**config.mk**
```make
export PLATFORM = sky130hd
export DESIGN_NAME = tifp_div_cell
export DESIGN_NICKNAME = d
export VERILOG_FILES = /design/src/rtl/tifp_pkg.sv /design/src/rtl/tifp_div_cell.sv
export SDC_FILE = /design/constraint.sdc
export NUM_CORES = 1
export LEC_CHECK = 0
export BUFFER_PORTS_ARGS = -buffer_cell sky130_fd_sc_hd__buf_4
export CORE_AREA = 2 2 260 262
export CTS_CLUSTER_DIAMETER = 200
export CTS_CLUSTER_SIZE = 24
export DETAILED_ROUTE_END_ITERATION = 10
export DIE_AREA = 0 0 262 264
export GPL_TIMING_DRIVEN = 0
export SLEW_MARGIN = 10
export SYNTH_ARGS = -nofsm -noshare
export SYNTH_HDL_FRONTEND = slang
export SYNTH_SLANG_ARGS = --single-unit
```
**constraint.sdc**
```tcl
create_clock -name i_clk -period 3.02 [get_ports i_clk]
set_input_delay 0.302 -clock i_clk [delete_from_list [all_inputs] [get_ports i_clk]]
set_output_delay 0.302 -clock i_clk [all_outputs]
set_load 0.03 [all_outputs]
```
**src/rtl/tifp_pkg.sv**
```systemverilog
// Shared constants, types and helper functions of the tagged integer ALU.
package tifp_pkg;

    localparam int INT_BITS = 63;
    localparam int DW       = 64;
    localparam int OUT_W    = 63;
    localparam int NCELL    = DW;

    typedef logic [3:0] t_act;
    localparam t_act ACT_ADD    = 4'd0;
    localparam t_act ACT_SUB    = 4'd1;
    localparam t_act ACT_MUL    = 4'd2;
    localparam t_act ACT_DIV    = 4'd3;
    localparam t_act ACT_MOD    = 4'd4;
    localparam t_act ACT_AND    = 4'd5;
    localparam t_act ACT_OR     = 4'd6;
    localparam t_act ACT_XOR    = 4'd7;
    localparam t_act ACT_EQ     = 4'd8;
    localparam t_act ACT_NE     = 4'd9;
    localparam t_act ACT_LT     = 4'd10;
    localparam t_act ACT_LE     = 4'd11;
    localparam t_act ACT_GT     = 4'd12;
    localparam t_act ACT_GE     = 4'd13;
    localparam t_act ACT_TRUTHY = 4'd14;

    typedef logic [1:0] t_status;
    localparam t_status ST_INT  = 2'd0;
    localparam t_status ST_BOOL = 2'd1;
    localparam t_status ST_SLOW = 2'd2;

    localparam logic [DW-1:0] HALF = DW'(1) << (INT_BITS - 1);

    typedef struct packed {
        t_act             action;
        logic             lhs_is_int;
        logic             lhs_is_null;
        logic [DW-1:0]    lhs_value;
        logic             rhs_is_int;
        logic [DW-1:0]    rhs_value;
    } t_in;

    typedef struct packed {
        t_act             action;
        logic             both;
        logic             an;
        logic             bn;
        t_status          f_status;
        logic [OUT_W-1:0] f_int;
        logic             f_bool;
        logic [DW-1:0]    ub;
        logic [DW-1:0]    rem;
        logic [DW-1:0]    dq;
        logic             mul_ovf;
        logic [DW-1:0]    mul_mag;
    } t_word;

    function automatic logic fits_pat(input logic [DW-1:0] r);
        return (&r[DW-1:INT_BITS-1]) | ~(|r[DW-1:INT_BITS-1]);
    endfunction

    function automatic logic fits_sm(input logic neg, input logic [DW-1:0] mag);
        return neg ? (mag <= HALF) : (mag <= HALF - DW'(1));
    endfunction

endpackage

```
**src/rtl/tifp_div_cell.sv**
```systemverilog
// One restoring division cell: produces one quotient bit and passes the word on.
module tifp_div_cell
    import tifp_pkg::*;
(
    input  logic  i_clk,
    input  logic  i_rst_n,
    input  logic  i_en,
    input  logic  i_valid,
    input  t_word i_word,
    output logic  o_valid,
    output t_word o_word
);

    logic [DW:0]   t, d;
    logic          ge;
    t_word         n_word;
    logic          r_valid;
    t_word         r_word;

    always_comb begin
        t      = {i_word.rem, i_word.dq[DW-1]};
        d      = t - {1'b0, i_word.ub};
        ge     = t >= {1'b0, i_word.ub};
        n_word = i_word;
        n_word.rem = ge ? d[DW-1:0] : t[DW-1:0];
        n_word.dq  = {i_word.dq[DW-2:0], ge};
    end

    always_ff @(posedge i_clk) begin
        if (!i_rst_n) begin
            r_valid <= 1'b0;
        end else if (i_en) begin
            r_valid <= i_valid;
        end
    end

    always_ff @(posedge i_clk) begin
        if (i_en) begin
            r_word <= n_word;
        end
    end

    assign o_valid = r_valid;
    assign o_word  = r_word;

endmodule

```
* After elaboration in Yosys (flattened, before gate mapping) *
Index checks and enable logic that the tools add are counted.
Widths: inputs -> output; s select.

word-level totals
  bits in registers = 331
  bits of input ports = 334
  output and inout port bits = 331

operators by class
  $add $sub $neg = 1
  $lt $le $gt $ge = 1
  muxes and demuxes = 1

operators by type and width
  operator        count
  $ge 65x64->1    1
  $mux 64         1
  $sub 64x64->64  1

* Longest topological paths before layout *
  word-level depth = 2
  mapped depth = 16
  depth with buffers taken out = 13

* Least setup slack after synthesis *
Ideal clock, no wire load.

  kind = input port to flip-flop
  start = input port i_word[225] in the netlist's numbering
  end = register r_word (netlist bit o_word[192]) (data pin)
  setup time = 262 ps
  data arrival time = 2752 ps
  required time = 2758 ps
  path slack = 6 ps
  stages on the path = 11
  buffers on the path = 1
  cell sequence = inv_1 -> ha_1 -> buf_2 -> nand4_1 -> or3_1 -> a311o_1 -> o41ai_4 -> a41oi_2 -> o211ai_2 -> xor2_1 -> mux2_1

RTL lines
  element               RTL line             RTL
  from (decl)           tifp_div_cell.sv:9   input t_word i_word,
  to (signal assigned)  tifp_div_cell.sv:39  r_word <= n_word;
  to (decl)             tifp_div_cell.sv:18  t_word r_word;

==> metrics.md <==
| Metric | Value |
|---|---|
| Nets@finish | `roughly 2500` |
| Routed length per instance | `between 20 and 25 µm` |
| Status | `complete, no violations` |
| Final hold slack | `0.0548 ns` |
| Maximum vdd drop | `0.315 mV` |
| Die height | `264 µm` |
| Worst slew pin tran | `between 0.7 and 0.8 ns` |
| Clock-pin slew on the worst setup and hold paths | `about 0.10 ns` |
| CP startpoint kind | `primary input` |
| First-pass GRT wire length | `~96000 µm` |
| Hold Violations, Final | `0` |
| IO Pins | `around 670` |
| Sequential Area | `9930 µm²` |
| Layout fillers | `roughly 6400` |
| CTS root buf | `clkbuf_16` |
| Fmax | `0.337 GHz` |
| CP Capture Type | `register` |
| GRT Util Overall | `0.194` |
| Routed vias | `12933` |
| Pwr dens | `approximately 490 nW/µm²` |
| Worst path slowest cell | `fa_1` |
| Max transition margin | `0.514` |
| Seq/Total Area, Yosys | `0.671` |
| Area Growth Syn to Fin | `69.3%` |
| Clock tree buffer depth | `3` |
| Clk Latency, worst-skew pair | `around 0.53 ns` |
| RSZ-0062 raised after global routing | `yes` |
| PortBufs | `664` |
| Final period util | `0.984` |
| Site Rows | `95` |
| Top FF cell, synth | `edfxtp_1` |
| Syn Std Cell Area | `roughly 15000 µm²` |
| Max Cap Violations | `0` |
| Clock Skew | `0 ns` |
| Hold Crit Depth | `2` |
| Post-synth EDFFs | `330` |
| # H-tree levels | `1` |
| Yosys cell types | `67` |
| Max Fanout on Critical Path | `4` |
| Via/cell ratio | `about 4.4` |
| Yosys reg bits | `331` |
| Pin count of the biggest net entering global routing | `around 110` |
| Final setup viols | `0` |
| Initial Util | `0.222` |
| Crit path cell chain | `buf_4 > inv_1 > ha_1 > fa_1 > nor2b_2 > o21bai_2 > a21oi_4 > o31ai_4 > buf_4 > o21ai_4 > a31oi_4 > o31ai_4 > a21boi_0 > xnor2_1 > mux2_4` |
| Die area | `69200 µm²` |
| Routability Congestion | `between 0.8 and 0.9` |
| Final WL | `71200 µm` |
| Max layer used | `met5` |
| Tot Pwr | `12.3 mW` |
| M1 WL | `25700 µm` |
| Initial antenna violation count | `20` |
| Fin Setup TNS | `0 ns` |
| Data arrival, critical path | `3.27 ns` |
| Tightest Hold Check Type | `in -> reg` |
| Fraction of layout cells with a size suffix above 1 | `0.414` |
| Synth warn | `0` |
| Mapped Cells | `approximately 1100` |
| Global route total overflow | `0` |
| FFs w/ async S/R, synth | `0` |
| Drt initial violations | `~960` |
| Count of pins over their slew limit | `0` |
| HPWL Detailed | `55800 µm` |
| TritonCTS buffer count | `17` |
| DRC | `0` |
| Met3 wire len | `~5600 µm` |
| Type of the worst setup path | `in -> reg` |
| Leak | `about 10 nW` |
| Metal2 WL | `36800 µm` |
| CTS tree | `yes` |
| Minimum clock period | `about 3.0 ns` |
| Core area | `66600 µm²` |
| First drt pass iteration count | `5` |
| CP Data Required Time | `between 3 and 4 ns` |
| CP max stage delay | `about 0.45 ns` |
| Syn_area_per_cell | `13.6 µm²` |
| Chip width | `262 µm` |
| Vias in the first global route | `approximately 13000` |
| Final Core Density | `0.376` |
| Multi-input logic area | `approximately 5000 µm²` |
| R2r worst-path depth | `3` |
| Antenna-violating nets left | `0` |
| Syn nets | `roughly 1500` |
| CTS Sinks | `331` |
-- critical path, delay by kind of cell --
family,cells,cell delay [ns]
AO/OA/AOI/OAI,7,1.36
adder cells (fa/ha/maj),2,0.70
buffers and inverters,3,0.30
multiplexers,1,0.26
AND/OR/NAND/NOR,1,0.18
XOR/XNOR,1,0.15
-- area by class of cell --
cell class,instances,share of cell area
antenna,6,0.000599
inverter,79,0.0119
clock inverter,1,0.000300
buffer,26,0.00994
clock buffer,23,0.0179
tap,873,0.0436
sequential,331,0.396
timing repair buffer,960,0.320
multi-input combinational,641,0.200
-- through the flow --
step                area (µm²)  instances  setup slack (ns)
finish                   25100       2940            0.0498
floorplan                14800       1085           0.00617
global placement         20900       2622             -1.35
CTS                      24500       2922           0.00464
global route             25000       2936           -0.0473
detailed placement       21000       2625             -1.36
-- flip-flops by register name, indices dropped and copies added, names as in the netlist --
register,cells
o_word,330
o_valid,1
-- per-layer routing --
layer	GRT usage	vias up
met4	0.0786	26
met5	0	-
li1	-	5968
met2	0.353	469
met1	0.209	6373
met3	0.0537	97
-- where the power goes --
part / switching, mW / internal, mW / total [mW] / leakage [nW]
clock network: 1.57 / 1.05 / 2.63 / 0.217
registers: 0.137 / 5.57 / 5.71 / 3.24
logic: 2.33 / 1.68 / 4.01 / 7.03
-- final timing paths --
kind	startpoint	to	slack [ns]
setup / recovery	i_word[128]	o_word[173]$_DFFE_PP_	0.05
hold / removal	i_word[133]	o_word[134]$_DFFE_PP_	0.05
setup reg to reg	o_valid$_SDFFE_PN0P_	o_valid$_SDFFE_PN0P_	1.84
hold reg to reg	o_valid$_SDFFE_PN0P_	o_valid$_SDFFE_PN0P_	1.12
-- cells in the mapped netlist (3+ instances only) --
cell	count	area [µm²]
edfxtp_1	330	9910
a21oi_1	111	556
inv_1	79	297
nor2_1	76	285
ha_1	64	801
nand2_1	60	225
o21ai_0	41	205
a21o_1	37	278
xnor2_1	37	324
xor2_1	20	175
nand4_1	15	93.8
clkbuf_1	14	52.6
mux2_1	14	158
a21oi_2	12	105
buf_2	12	60.1
o21a_1	12	90.1
nand3_1	11	55.1
o21bai_1	11	82.6
nor2_2	10	62.6
nor3_1	8	40.0
or3_1	7	43.8
a211oi_1	6	45.0
nor2b_1	6	37.5
and2_1	5	31.3
and3_1	5	31.3
a31oi_1	4	25.0
buf_4	4	30.0
buf_6	4	45.0
o211ai_1	4	30.0
o21ai_1	4	20.0
o31ai_1	4	30.0
nand2b_1	3	18.8
nand3b_1	3	22.5
nand4b_1	3	26.3
or2_2	3	18.8
-- cell families (layout without fill, tap and decap cells) --
group | after synthesis | count (layout) | share of synthesized area
buf+inv | 113 | 1089 | 0.0327
flops | 331 | 331 | 0.671
compound gates | 278 | 278 | 0.123
other cells | 0 | 6 | 0
mux | 17 | 17 | 0.0128
fa+ha+maj | 65 | 65 | 0.0555
xor+xnor | 57 | 57 | 0.0337
simple gates | 224 | 224 | 0.0718
-- timing repair --
action                                 in CTS  in global routing
setup buffers                               8                 15
cloned                                      1                  1
endpoints found under the hold margin     267                  0
gates resized for setup                    62                 98
setup endpoints to repair                  65                 57
pin swaps                                  12                 26
hold buffers                              268                  0
-- placed cells by master, fill, tap and decap left out, drive strengths merged, types with 7 or more instances in the layout --
| cell | Yosys | routed |
|---|---|---|
| ha | 64 | 64 |
| nand4 | 15 | 15 |
| o21a | 12 | 12 |
| nand3 | 11 | 11 |
| xnor2 | 37 | 37 |
| nor3 | 9 | 9 |
| edfxtp | 330 | 330 |
| inv | 79 | 79 |
| a21o | 37 | 37 |
| clkbuf | 14 | 31 |
| a21oi | 123 | 123 |
| dlygate4sd3 | 0 | 268 |
| o21bai | 11 | 11 |
| o21ai | 46 | 46 |
| or3 | 7 | 7 |
| nand2 | 60 | 60 |
| xor2 | 20 | 20 |
| nor2 | 86 | 86 |
| mux2 | 15 | 15 |
| buf | 20 | 710 |
Power figures use the tool's default switching activity.
